--- src/design/assert_macros.svh ---
// assertion macros shared by the stack machine rtl
// needs aclk and aresetn in the scope of each use
`ifndef ASSERT_MACROS_SVH
`define ASSERT_MACROS_SVH

// same-cycle implication, skipped during reset
`define ASSERT_HOLDS(lbl, ante, cons, msg) \
    lbl: assert property (@(posedge aclk) disable iff (!aresetn) (ante) |-> (cons)) \
        else $error(msg);

// next-cycle implication, skipped during reset
`define ASSERT_NEXT(lbl, ante, cons, msg) \
    lbl: assert property (@(posedge aclk) disable iff (!aresetn) (ante) |=> (cons)) \
        else $error(msg);

`endif

--- src/design/sme_pkg.sv ---
// shared types, constants and helpers for the stack machine executor
// no dependencies
`timescale 1ns / 1ps

package sme_pkg;

    localparam int STACK_DEPTH = 256;
    localparam int ADDR_W      = $clog2(STACK_DEPTH);
    localparam int SP_W        = 8;
    localparam int DATA_W      = 64;
    localparam int HALF_W      = DATA_W / 2;
    localparam int FUNC_W      = 4;

    // instruction codes
    localparam logic [FUNC_W-1:0] FN_HALT = 4'd0;
    localparam logic [FUNC_W-1:0] FN_PUSH = 4'd1;
    localparam logic [FUNC_W-1:0] FN_DROP = 4'd2;
    localparam logic [FUNC_W-1:0] FN_ADD  = 4'd3;
    localparam logic [FUNC_W-1:0] FN_SUB  = 4'd4;
    localparam logic [FUNC_W-1:0] FN_MUL  = 4'd5;
    localparam logic [FUNC_W-1:0] FN_XOR  = 4'd6;
    localparam logic [FUNC_W-1:0] FN_AND  = 4'd7;
    localparam logic [FUNC_W-1:0] FN_OR   = 4'd8;

    // multiplier partial product steps
    localparam logic [1:0] MUL_LL  = 2'd0;
    localparam logic [1:0] MUL_LH  = 2'd1;
    localparam logic [1:0] MUL_HL  = 2'd2;
    localparam logic [1:0] MUL_SUM = 2'd3;

    // controller to datapath commands
    typedef struct packed {
        logic              do_push;
        logic              do_halt;
        logic              do_drop;
        logic              do_read_below;
        logic              do_refill;
        logic              do_writeback;
        logic              mul_en;
        logic [1:0]        mul_step;
        logic [FUNC_W-1:0] func;
    } cmd_t;

    // datapath to controller status
    typedef struct packed {
        logic out_busy;
    } sts_t;

    // stack store entry addressed by a pointer value
    function automatic logic [ADDR_W-1:0] stack_index(input logic [SP_W-1:0] sp);
        logic [31:0] wide;
        wide = 32'(sp) % STACK_DEPTH;
        return wide[ADDR_W-1:0];
    endfunction

endpackage

--- src/design/sme_ctrl.sv ---
// controller: decodes requests and sequences the datapath
// depends on sme_pkg and assert_macros.svh
`timescale 1ns / 1ps
`include "assert_macros.svh"

module sme_ctrl (
    input  logic                       aclk,
    input  logic                       aresetn,
    input  logic                       s_valid,
    output logic                       s_ready,
    input  logic [sme_pkg::FUNC_W-1:0] s_func,
    input  sme_pkg::sts_t              sts,
    output sme_pkg::cmd_t              cmd
);
    import sme_pkg::*;

    localparam logic [2:0] ST_IDLE   = 3'd0;
    localparam logic [2:0] ST_REFILL = 3'd1;
    localparam logic [2:0] ST_EXEC   = 3'd2;
    localparam logic [2:0] ST_MUL_LH = 3'd3;
    localparam logic [2:0] ST_MUL_HL = 3'd4;
    localparam logic [2:0] ST_MUL_WB = 3'd5;

    logic [2:0]        state_reg;
    logic [2:0]        state_next;
    logic [FUNC_W-1:0] func_reg;
    logic [FUNC_W-1:0] func_next;
    logic              accept;
    logic [4:0]        cmd_bits;

    // in the idle state, a halt waits only while the previous result is still held
    assign s_ready = (state_reg == ST_IDLE) && !((s_func == FN_HALT) && sts.out_busy);
    assign accept  = s_valid && s_ready;

    // next state and command decode
    always_comb begin
        state_next = state_reg;
        func_next  = func_reg;
        cmd        = '0;
        cmd.func   = func_reg;
        case (state_reg)
            ST_IDLE: begin
                if (accept) begin
                    case (s_func)
                        FN_HALT: begin
                            cmd.do_halt = 1'b1;
                            state_next  = ST_REFILL;
                        end
                        FN_PUSH: begin
                            cmd.do_push = 1'b1;
                        end
                        FN_DROP: begin
                            cmd.do_drop = 1'b1;
                            state_next  = ST_REFILL;
                        end
                        FN_ADD, FN_SUB, FN_MUL, FN_XOR, FN_AND, FN_OR: begin
                            cmd.do_read_below = 1'b1;
                            func_next         = s_func;
                            state_next        = ST_EXEC;
                        end
                        default: begin
                        end
                    endcase
                end
            end
            ST_REFILL: begin
                cmd.do_refill = 1'b1;
                state_next    = ST_IDLE;
            end
            ST_EXEC: begin
                if (func_reg == FN_MUL) begin
                    cmd.mul_en   = 1'b1;
                    cmd.mul_step = MUL_LL;
                    state_next   = ST_MUL_LH;
                end else begin
                    cmd.do_writeback = 1'b1;
                    state_next       = ST_IDLE;
                end
            end
            ST_MUL_LH: begin
                cmd.mul_en   = 1'b1;
                cmd.mul_step = MUL_LH;
                state_next   = ST_MUL_HL;
            end
            ST_MUL_HL: begin
                cmd.mul_en   = 1'b1;
                cmd.mul_step = MUL_HL;
                state_next   = ST_MUL_WB;
            end
            ST_MUL_WB: begin
                cmd.mul_step     = MUL_SUM;
                cmd.do_writeback = 1'b1;
                state_next       = ST_IDLE;
            end
            default: begin
                state_next = ST_IDLE;
            end
        endcase
    end

    always_ff @(posedge aclk) begin
        if (!aresetn) begin
            state_reg <= ST_IDLE;
        end else begin
            state_reg <= state_next;
        end
    end

    always_ff @(posedge aclk) begin
        func_reg <= func_next;
    end

    assign cmd_bits = {cmd.do_push, cmd.do_halt, cmd.do_drop, cmd.do_read_below,
                       cmd.do_writeback};

    // checks
    `ASSERT_HOLDS(a_cmd_exclusive, 1'b1, $onehot0(cmd_bits),
        "more than one stack command in a cycle")
    `ASSERT_NEXT(a_halt_refill, accept && (s_func == FN_HALT), state_reg == ST_REFILL,
        "halt not followed by a refill of the top")
    `ASSERT_NEXT(a_mul_sequence, state_reg == ST_MUL_LH, state_reg == ST_MUL_HL,
        "multiply steps out of order")

endmodule

--- config.mk ---
export PLATFORM = sky130hd
export DESIGN_NAME = sme_ctrl
export DESIGN_NICKNAME = d
export VERILOG_FILES = /design/src/design/sme_pkg.sv /design/src/design/sme_ctrl.sv
export VERILOG_INCLUDE_DIRS = /design/src /design/src/design
export SDC_FILE = /design/constraint.sdc
export NUM_CORES = 1
export LEC_CHECK = 0
export BUFFER_PORTS_ARGS = -buffer_cell sky130_fd_sc_hd__buf_2
export CAP_MARGIN = 20
export CORE_AREA = 2 2 39 41
export CTS_BUF_LIST = sky130_fd_sc_hd__clkbuf_8
export CTS_CLUSTER_DIAMETER = 150
export CTS_CLUSTER_SIZE = 28
export DETAILED_ROUTE_END_ITERATION = 10
export DIE_AREA = 0 0 41 43
export PLACE_DENSITY_LB_ADDON = 0.15
export SLEW_MARGIN = 10
export SYNTH_ARGS = -nofsm -noshare
export SYNTH_HDL_FRONTEND = slang
export SYNTH_SLANG_ARGS = --single-unit
--- constraint.sdc ---
create_clock -name aclk -period 2.8 [get_ports aclk]
set_input_delay 0.84 -clock aclk [delete_from_list [all_inputs] [get_ports aclk]]
set_output_delay 0.84 -clock aclk [all_outputs]
set_load 0.01 [all_outputs]
== Word level (Yosys, flattened, before mapping) ==
Cells that the tools add are included.

* Register bits: 7
* Output and inout bits: 14

* Equality and inequality tests: 16
* Multiplexer cells: 16
* Reduce and logical (&&, ||, !) cells: 11

{| class="wikitable"
|+ Operator list
! cell !! number
|-
| 4-bit by 3-bit equality test with 1-bit output (second input constant) || 5
|-
| 3-bit case mux with 4 select lines || 1
|-
| 4-bit by 2-bit equality test with 1-bit output (second input constant) || 2
|-
| 4-bit two-way mux || 2
|-
| 2-bit case mux with 4 select lines || 1
|-
| 3-bit by 2-bit equality test with 1-bit output (second input constant) || 2
|-
| 3-bit equality test (second input constant) || 2
|-
| 1-bit two-way mux || 6
|-
| 3-bit two-way mux || 2
|-
| 3-bit case mux with 2 select lines || 1
|-
| 6-bit OR reduction || 1
|-
| 4-bit by 1-bit equality test with 1-bit output (second input constant) || 1
|-
| 4-bit equality test (second input constant) || 1
|-
| 4-bit zero test || 1
|-
| 1-bit case mux with 2 select lines || 2
|-
| 2-bit OR reduction || 2
|-
| 3-bit by 1-bit equality test with 1-bit output (second input constant) || 1
|-
| 1-bit logical AND || 3
|-
| 3-bit zero test || 1
|-
| 3-bit by 2-bit != test with 1-bit output (second input constant) || 1
|-
| 3-bit AND reduction || 1
|-
| 2-bit two-way mux || 1
|-
| 2-bit != test (second input constant) || 1
|-
| 2-bit AND reduction || 1
|-
| 1-bit zero test || 1
|}

== Logic depth before layout (Yosys ltp) ==
Gate-level depths: netlist of run 1.

* Depth in word-level cells: 7
* Gate-level depth with buffers: 4

== Worst setup path before layout of run 1 ==
OpenSTA, ideal clock, no wires.

* Path kind: in2out
* Start point: in s_valid
* End point: out cmd[10] in the netlist's numbering
* Data arrival time: 1.922 ns
* Required time: 1.960 ns
* Slack: 0.038 ns
* Cell stages on the path: 3
* Buffers on the path: 0
* Path through: or4b_4 a2111o_1 nor2_1

{| class="wikitable"
|+ RTL lines
! element !! RTL line !! source
|-
| from (decl) || sme_ctrl.sv:9 || <nowiki>input logic s_valid,</nowiki>
|-
| to (decl) || sme_ctrl.sv:13 || <nowiki>output sme_pkg::cmd_t cmd</nowiki>
|}

==> results of run 1 <==
-- worst max-delay path, delay by kind of cell --
| family | cells | cell delay, ns |
|---|---|---|
| simple gates | 2 | 0.56 |
| compound gates | 1 | 0.33 |
| buf+inv | 2 | 0.19 |
-- final cells by class --
cell class / count / area [sq um] / share of cell area (%)
Sequential cell: 7 / 180 / 28.5
Tap cell: 16 / 20.0 / 3.16
Clock inverter: 1 / 3.75 / 0.593
Inverter: 2 / 7.51 / 1.19
Timing Repair Buffer: 25 / 141 / 22.3
Multi-Input combinational cell: 34 / 239 / 37.7
Clock buffer: 3 / 41.3 / 6.52
-- routing by layer --
layer / global-route usage [%] / vias to the layer above
met5: 0 / -
met4: 6.00 / 0
met3: 1.57 / 2
met2: 17.2 / 10
met1: 15.9 / 183
li1: - / 223
-- through the flow --
stage,hold slack [ns],total power [mW]
global route,0.636,0.308
detailed placement,0.591,0.160
CTS,0.596,0.294
global placement,0.587,0.160
finish,0.592,0.293
floorplan,0.550,0.139
-- worst max path at each step --
stage / start / endpoint / depth (start not counted)
CTS: s_valid / cmd[11] / 5
detailed placement: s_valid / cmd[11] / 5
floorplan: s_valid / cmd[10] / 3
global placement: s_valid / cmd[11] / 5
global route: s_valid / cmd[10] / 5
finish: s_valid / cmd[11] / 5
-- cell families after synthesis --
logic type | after synthesis
compound gates | 9
mux | 1
flops | 7
buf+inv | 3
simple gates | 24
-- cell usage in the layout (no fill, tap or decap), types with 2 or more instances in the layout --
cell / instances
buf_2: 20
nor2_1: 5
edfxtp_1: 4
buf_4: 4
inv_1: 3
nand2b_1: 3
clkbuf_8: 3
dfxtp_1: 3
nor2b_1: 2
nand2_1: 2
nor3_1: 2
nand3_1: 2
-- where the power goes --
part,leakage [nW],internal (mW),switching [mW]
Sequential,0.0615,0.114,0.00251
Combinational,0.199,0.0208,0.0226
Clock,0.0269,0.0943,0.0382
Total,0.287,0.229,0.0633
-- what timing repair did --
item / in CTS / in global routing
pin swaps: 1 / 1
setup endpoints to repair: 2 / 3
gates resized for setup: 0 / 2
==> implementation parameters, run 1 <==
Parameter                              Value

Floorplanning
  Initial Util    a little under a third
  Site Rows    14
  Total Die Area    between 0.0015 and 0.002 sq mm
  Height of the die    roughly 43 um
  Die outline width    41 um
  Placeable core region    0.00138 sq mm
  Count of pins on the block boundary    22

CTS
  Total setup buffers inserted after CTS    0
  Clock tree from TritonCTS    done
  Clock transition time at the flip-flop clock pins of the worst setup and hold paths    around 0.040 ns
  Later-pin clock latency in the skew report    0.22 ns
  Clock tree root driver cell    clkbuf_8
  Hold-fix buffer count after cts    0
  Inserted Clock Buffers    3
  Clock tree buffer depth    2
  Total number of clock tree sinks    7
  H-tree level count    1

Global routing
  Maximum number of pins on one net before global-route repair    12
  Antenna violations before repair    0
  Global-route wire length before repair    1420 um
  Total routing usage reported by global routing    11.7%
  Via count of the first global-routing pass    approximately 370
  Overflow left after global routing    0

Finish
  Fillers    around 140
  Cell area after layout    about 630 sq um
  Net count, final    slightly above 80
  Non-filler cells in the finished layout    just under 90
  Flip-flop count of the largest register, all copies and words added    4
  Fraction of final layout cells sized beyond drive strength 1    ~44%
  Final cell utilization of the core    45.8%
  P&R area growth vs syn    49.3%
  Number of antenna cells inserted    0

Synth
  Simple logic cell fraction of the synthesized area    34.8%
  Multiplexer fraction of the synthesized cell area    ~2.4%
  Fraction of synthesized cell area in xor and xnor cells    0%
  Proportion of synthesized flip-flops having asynchronous set or reset    0%
  Fraction of the mapped netlist area in compound gates    17.7%
  Leading cell type by number of instances after synthesis    nor2_1
  Flip-flop cell with the highest count after synthesis    edfxtp_1
  Cell area after technology mapping    between 400 and 500 sq um
  Synthesized netlist net count    52
  Adder-Cell Fraction of Synth Area    0%
  Area share of the largest cell type after synthesis    28.3%
  Top cell types by occurrence after synthesis    nor2_1, edfxtp_1, dfxtp_1, nand2b_1
  Cell type with the highest aggregate area in the netlist    edfxtp_1
  Flops & latches, synth    7
  Number of enable flip-flop cells after synthesis    4
  Average footprint of a synthesized cell    9.64 sq um
  Total of warnings raised by yosys    0
  Count of unique library cells instantiated by Yosys    27
  Post-Synthesis Cells    44
  Area contributors post-synth    edfxtp_1, dfxtp_1, nand2b_1, nor2_1, or4b_4
  Sequential area share after synthesis    42.5%
  Main combinational cell family by area after synthesis    simple AND/OR/NAND/NOR gates

Hold path
  Type of the worst min-delay path    register to register
  Worst hold path cell count    2
  Worst Hold Endpoint    state_reg[0]
  HP Start    state_reg[2]

Placed design
  Global placer's final weighted congestion    between 0.7 and 0.8
  Worst setup timing slack at the placement stage    -0.0660 ns
  Number of buffers inserted by port buffering    21
  HPWL after DPL    a little over 700 um
  Total placed cells including tap cells    84
  Placed Instance Area    roughly 580 sq um

Routing
  Via density per instance    about 4.8
  Met1 routed wirelength after detailed routing    433 um
  Post-route DRC violation count    0
  First drt pass iteration count    4
  Drt wl/cell    between 10 and 15 um
  Total Wirelength    between 900 and 1000 um
  Top Layer Used    met4
  Number of DRC violations after detailed-routing iteration 0    1
  Length of routed met2 wiring    about 420 um
  Routed Antenna Nets    0
  Number of vias in the routed layout    roughly 420
  Met3 WL post-DR    roughly 47 um

Worst setup path
  Type of destination of the critical path    output pin
  Largest fanout of any net on the critical path    3
  Cell chain of the critical path    buf_6 -> or4b_4 -> a2111o_1 -> nor2_1 -> buf_2
  Logic depth of the worst register-to-register path    3
  Launch instance of the worst register-to-register path    state_reg[1]
  Arrival time at the worst endpoint    about 1.9 ns
  Endpoint of the worst register-to-register path    func_reg[0]
  Register-to-register setup slack    0.92 ns
  Class of the most critical setup path    primary input to output pin
  Worst stage delay on the critical path    between 0.4 and 0.5 ns
  Slowest stage cell on the critical path    or4b_4
  Required time of the worst setup path    about 2 ns
  Startpoint Class    primary input

Power and ir drop
  Areal power density over the cells    approximately 460 mW/mm^2
  Worst-case vdd ir drop    between 200 and 300 uV
  Total leakage power    0.287 nW

Timing
  Count of final max-slew check failures    0
  Max Clock Skew    0.00621 ns
  Unrepaired setup endpoints after global routing    true
  Post-layout min period    roughly 2.8 ns
  Setup total negative slack    0 ns
  Final critical-path share of the clock period    98.6%
  Number of setup violations in the final report    0
  Upper clock frequency limit    between 300 and 400 MHz
  PnR worst setup slack    about 0.038 ns
  Worst Tran Pin Value    0.513 ns
  Worst slew margin relative to its limit    65.5%
  Fin. Hold Viols    0

Outcome
  Status    complete, no violations

Flow run
  Number of max-cap violations    0
Note: power is estimated with default switching activity, not from simulation.
==> run 2, diff against run 1 <==
==> constraint.sdc (replaced) <==
create_clock -name aclk -period 2.8 [get_ports aclk]
set_input_delay 0 -clock aclk [delete_from_list [all_inputs] [get_ports aclk]]
set_output_delay 0 -clock aclk [all_outputs]
set_load 0.01 [all_outputs]
==> implementation parameters, run 2 (synthesis gave the netlist of run 1 again) <==
Parameter                              Value

Outcome
  Status    complete, no violations

Flow run
  Number of max-cap violations    0

Placed design
  HPWL after DPL    approximately 720 um
  Worst setup timing slack at the placement stage    0.956 ns
  Number of buffers inserted by port buffering    21
  Total placed cells including tap cells    80
  Global placer's final weighted congestion    around 0.73

Floorplanning
  Initial Util    ~30%
  Site Rows    14
  Die outline width    roughly 41 um
  Count of pins on the block boundary    22
  Height of the die    between 40 and 50 um
  Placeable core region    about 0.0014 sq mm
  Total Die Area    0.00176 sq mm

Global routing
  Antenna violations before repair    0
  Global-route wire length before repair    ~1600 um
  Overflow left after global routing    0
  Total routing usage reported by global routing    between 10% and 20%
  Via count of the first global-routing pass    between 300 and 400
  Maximum number of pins on one net before global-route repair    13

Finish
  Most common library cell in the layout ignoring fill and taps    buf_2
  Number of antenna cells inserted    0
  Non-filler cells in the finished layout    84
  P&R area growth vs syn    39.2%
  Flip-flop count of the largest register, all copies and words added    4
  Net count, final    77
  Final cell utilization of the core    42.7%
  Fraction of final layout cells sized beyond drive strength 1    between 30 and 40%
  Most frequent cells in the layout    buf_2, nor2_1, edfxtp_1

Worst setup path
  Register-to-register setup slack    about 0.95 ns
  Endpoint of the worst register-to-register path    func_reg[0]
  Arrival time at the worst endpoint    roughly 1.9 ns
  Startpoint Class    register
  Largest fanout of any net on the critical path    12
  Required time of the worst setup path    around 2.8 ns
  Type of destination of the critical path    output pin
  Class of the most critical setup path    register to output pin
  Logic depth of the worst register-to-register path    2
  Launch instance of the worst register-to-register path    state_reg[0]

Hold path
  HP Start    s_func[2]
  Worst hold path cell count    1
  Type of the worst min-delay path    primary input to register
  Worst Hold Endpoint    func_reg[2]

Power and ir drop
  Worst-case vdd ir drop    between 200 and 250 uV
  Total leakage power    about 0.27 nW
  Areal power density over the cells    492 mW/mm^2

CTS
  Later-pin clock latency in the skew report    between 0.2 and 0.25 ns
  Clock tree from TritonCTS    done
  Total number of clock tree sinks    7
  H-tree level count    1
  Total setup buffers inserted after CTS    0
  Clock tree buffer depth    2
  Inserted Clock Buffers    3
  Total of cells resized after clock tree synthesis    0
  Clock tree root driver cell    clkbuf_8
  Clock transition time at the flip-flop clock pins of the worst setup and hold paths    around 0.040 ns
  Hold-fix buffer count after cts    0

Routing
  Number of DRC violations after detailed-routing iteration 0    4
  Total Wirelength    between 900 and 1000 um
  Drt wl/cell    about 11 um
  Via density per instance    4.82
  First drt pass iteration count    3
  Routed Antenna Nets    0
  Number of vias in the routed layout    around 400
  Post-route DRC violation count    0

Timing
  Unrepaired setup endpoints after global routing    false
  Post-layout min period    1.93 ns
  Final critical-path share of the clock period    between 60 and 70%
  Setup total negative slack    0 ns
  Number of setup violations in the final report    0
  Worst slew margin relative to its limit    between 50% and 60%
  Fin. Hold Viols    0
  Upper clock frequency limit    between 500 and 600 MHz
  Worst Tran Pin Value    approximately 0.63 ns
  Count of final max-slew check failures    0
  PnR worst setup slack    a little under 0.9 ns
  Max Clock Skew    between 0.003 and 0.004 ns
-- run 2: cell count changes in the layout (fill, tap and decap cells not counted), sizes merged --
cell,previous run,this run
buf,25,21
-- run 2: final cells by class --
cell class | instances | area (sq um)
timing repair buffer | 21 | 105
tap | 16 | 20.0
sequential | 7 | 180
clock buffer | 3 | 41.3
inverter | 2 | 7.51
clock inverter | 1 | 3.75
multi-input combinational | 34 | 233
fill | 144 | 793
-- run 2: worst max-delay path by stage --
stage,slack [ns],endpoint,cells after the start,startpoint
after floorplan,1.17,func_reg[0],2,state_reg[1]
after global placement,0.98,func_reg[0],2,state_reg[0]
after detailed placement,0.96,func_reg[2],2,state_reg[0]
after CTS,0.86,cmd[11],4,state_reg[0]
after global routing,0.76,cmd[10],4,state_reg[0]
final,0.87,cmd[10],4,state_reg[0]
-- run 2: through the flow --
step / total power [mW] / hold WS (ns) / area, sq um
final: 0.291 / 0.0117 / 591
after global routing: 0.308 / 0.0180 / 591
after CTS: 0.295 / 0.00561 / 591
after detailed placement: 0.157 / 0.236 / 546
after global placement: 0.157 / 0.233 / 546
after floorplan: 0.139 / 0.0475 / 424
-- run 2: power by group --
group | internal [mW] | switching, mW
Sequential | 0.114 | 0.00324
Combinational | 0.0174 | 0.0207
Clock | 0.0945 | 0.0406
Total | 0.226 | 0.0646
-- run 2: layer usage --
metal	vias up	part of all wire (%)	track usage (%)
met4	0	2.0	8.00
met5	-	0	0
met2	12	44	18.1
li1	215	-	-
met3	4	5.4	4.71
met1	174	49	17.1
-- run 2: worst max-delay path: stages (launching register included) --
cell      delay [ns]
dfxtp_1         0.41
or4b_4          0.62
a2111o_1        0.46
nor2_1          0.10
buf_2           0.13
==> run 3, diff against run 2 <==
==> constraint.sdc (replaced) <==
create_clock -name aclk -period 1.9 [get_ports aclk]
set_input_delay 0 -clock aclk [delete_from_list [all_inputs] [get_ports aclk]]
set_output_delay 0 -clock aclk [all_outputs]
set_load 0.01 [all_outputs]
==> implementation parameters, run 3 (synthesis gave the netlist of run 1 again) <==
Parameter                              Value

Timing
  Final critical-path share of the clock period    94.5%
  Unrepaired setup endpoints after global routing    false
  Fin. Hold Viols    0
  Number of setup violations in the final report    0
  Upper clock frequency limit    approximately 560 MHz
  Max Clock Skew    between 0.003 and 0.004 ns
  Worst slew margin relative to its limit    67.1%
  Post-layout min period    approximately 1.8 ns
  Setup total negative slack    0 ns
  Worst Tran Pin Value    around 0.49 ns
  Count of final max-slew check failures    0

Floorplanning
  Initial Util    a little under a third
  Total Die Area    0.00176 sq mm
  Height of the die    43 um
  Placeable core region    roughly 0.0014 sq mm
  Site Rows    14
  Count of pins on the block boundary    22
  Die outline width    between 40 and 50 um

Worst setup path
  Type of destination of the critical path    output pin
  Worst stage delay on the critical path    between 0.5 and 0.6 ns
  Slowest stage cell on the critical path    or4b_4
  Class of the most critical setup path    register to output pin
  Startpoint Class    register
  Arrival time at the worst endpoint    approximately 1.8 ns
  Logic depth of the worst register-to-register path    3
  Largest fanout of any net on the critical path    7
  Cell chain of the critical path    or4b_4 -> a2111o_1 -> nor2_1 -> buf_2
  Required time of the worst setup path    approximately 1.9 ns

Hold path
  Worst hold path cell count    1
  Type of the worst min-delay path    primary input to register

Power and ir drop
  Fraction of power consumed by sequential logic    40.3%
  Net switching share of the total power    a little over a fifth
  Total leakage power    0.282 nW
  Clock power frac    45.5%
  Total Power    approximately 0.43 mW
  Part of the total power dissipated in combinational logic    approximately 14%
  Areal power density over the cells    696 mW/mm^2
  Worst-case vdd ir drop    between 300 and 400 uV
  Net switching power of the design    0.0912 mW
  Internal power summed over all cells    0.336 mW

CTS
  Total of cells resized after clock tree synthesis    0
  Total setup buffers inserted after CTS    0
  H-tree level count    1
  Clock transition time at the flip-flop clock pins of the worst setup and hold paths    around 0.04 ns
  Clock tree from TritonCTS    done
  Hold-fix buffer count after cts    0
  Inserted Clock Buffers    3
  Clock tree buffer depth    2
  Total number of clock tree sinks    7
  Later-pin clock latency in the skew report    0.22 ns
  Clock tree root driver cell    clkbuf_8

Global routing
  Global-route wire length before repair    about 1500 um
  Total routing usage reported by global routing    around an eighth
  Maximum number of pins on one net before global-route repair    12
  Antenna violations before repair    0
  Overflow left after global routing    0
  Via count of the first global-routing pass    approximately 330

Routing
  Number of vias in the routed layout    413
  Routed Antenna Nets    0
  Number of DRC violations after detailed-routing iteration 0    11
  Post-route DRC violation count    0
  Drt wl/cell    10.6 um
  Total Wirelength    roughly 920 um
  Via density per instance    approximately 4.7
  First drt pass iteration count    4

Finish
  Most common library cell in the layout ignoring fill and taps    buf_2
  Fraction of final layout cells sized beyond drive strength 1    between 40% and 50%
  Flip-flop count of the largest register, all copies and words added    4
  Most frequent cells in the layout    buf_2, nor2_1, edfxtp_1
  Fillers    approximately 140
  P&R area growth vs syn    44.5%
  Number of antenna cells inserted    0
  Area of combinational cells with multiple inputs    approximately 230 sq um
  Net count, final    80
  Combined flip-flop and latch cell area    around 180 sq um

Placed design
  Number of buffers inserted by port buffering    21
  Global placer's final weighted congestion    0.740

Outcome
  Status    complete, no violations

Flow run
  Number of max-cap violations    0
==> run 3: cell types whose count changed in the layout (fill, tap and decap cells not counted), sizes merged <==
| cell | change |
|---|---|
| buf | +3 |
==> run 3: metrics by stage <==
step	instances	instance area [sq um]	util, %	setup slack (ns)	hold WS [ns]
final	87	613	44.3	0.105	0.0111
after global routing	87	613	44.3	0.0258	0.0167
after CTS	87	613	44.3	0.0896	0.00267
after detailed placement	83	568	41.0	0.319	0.230
after global placement	83	568	41.0	0.344	0.235
after floorplan	44	424	-	0.273	0.0475
==> run 3: worst max-delay path: cells and delay by family, from the launching register on <==
family                 cells  cell delay, ns
AO/OA/AOI/OAI              1            0.45
buffers and inverters      1            0.13
AND/OR/NAND/NOR            2            0.65
flip-flops                 1            0.34
==> run 3: path summary, 6_finish.rpt <==
kind	end	startpoint	slack, ns
setup reg to reg	state_reg[0]	state_reg[1]	0.32
hold reg to reg	state_reg[1]	state_reg[0]	0.60
setup / recovery	cmd[11]	state_reg[1]	0.10
hold / removal	func_reg[2]	s_func[2]	0.01
==> run 3: final cells by class <==
type,count,area share (%)
Clock buffer,3,6.73
Clock inverter,1,0.612
Inverter,2,1.22
Multi-Input combinational cell,34,38.0
Sequential cell,7,29.4
Tap cell,16,3.27
Timing Repair Buffer,24,20.8
==> run 3: power groups by stage <==
stage	clock, mW	sequential (mW)	combinational (mW)
floorplan	0	0.176	0.0292
global placement	0	0.174	0.0612
detailed placement	0	0.174	0.0611
CTS	0.202	0.172	0.0612
global route	0.214	0.172	0.0678
finish	0.194	0.172	0.0605
==> run 3: routing by layer <==
metal,wire (um),GRT usage [%],part of all wire [%],vias to the layer above
met3,35,3.14,3.8,2
li1,-,-,-,223
met2,400,16.3,43,10
met4,11,8.00,1.2,0
met5,0,0,0,-
met1,476,18.8,52,178
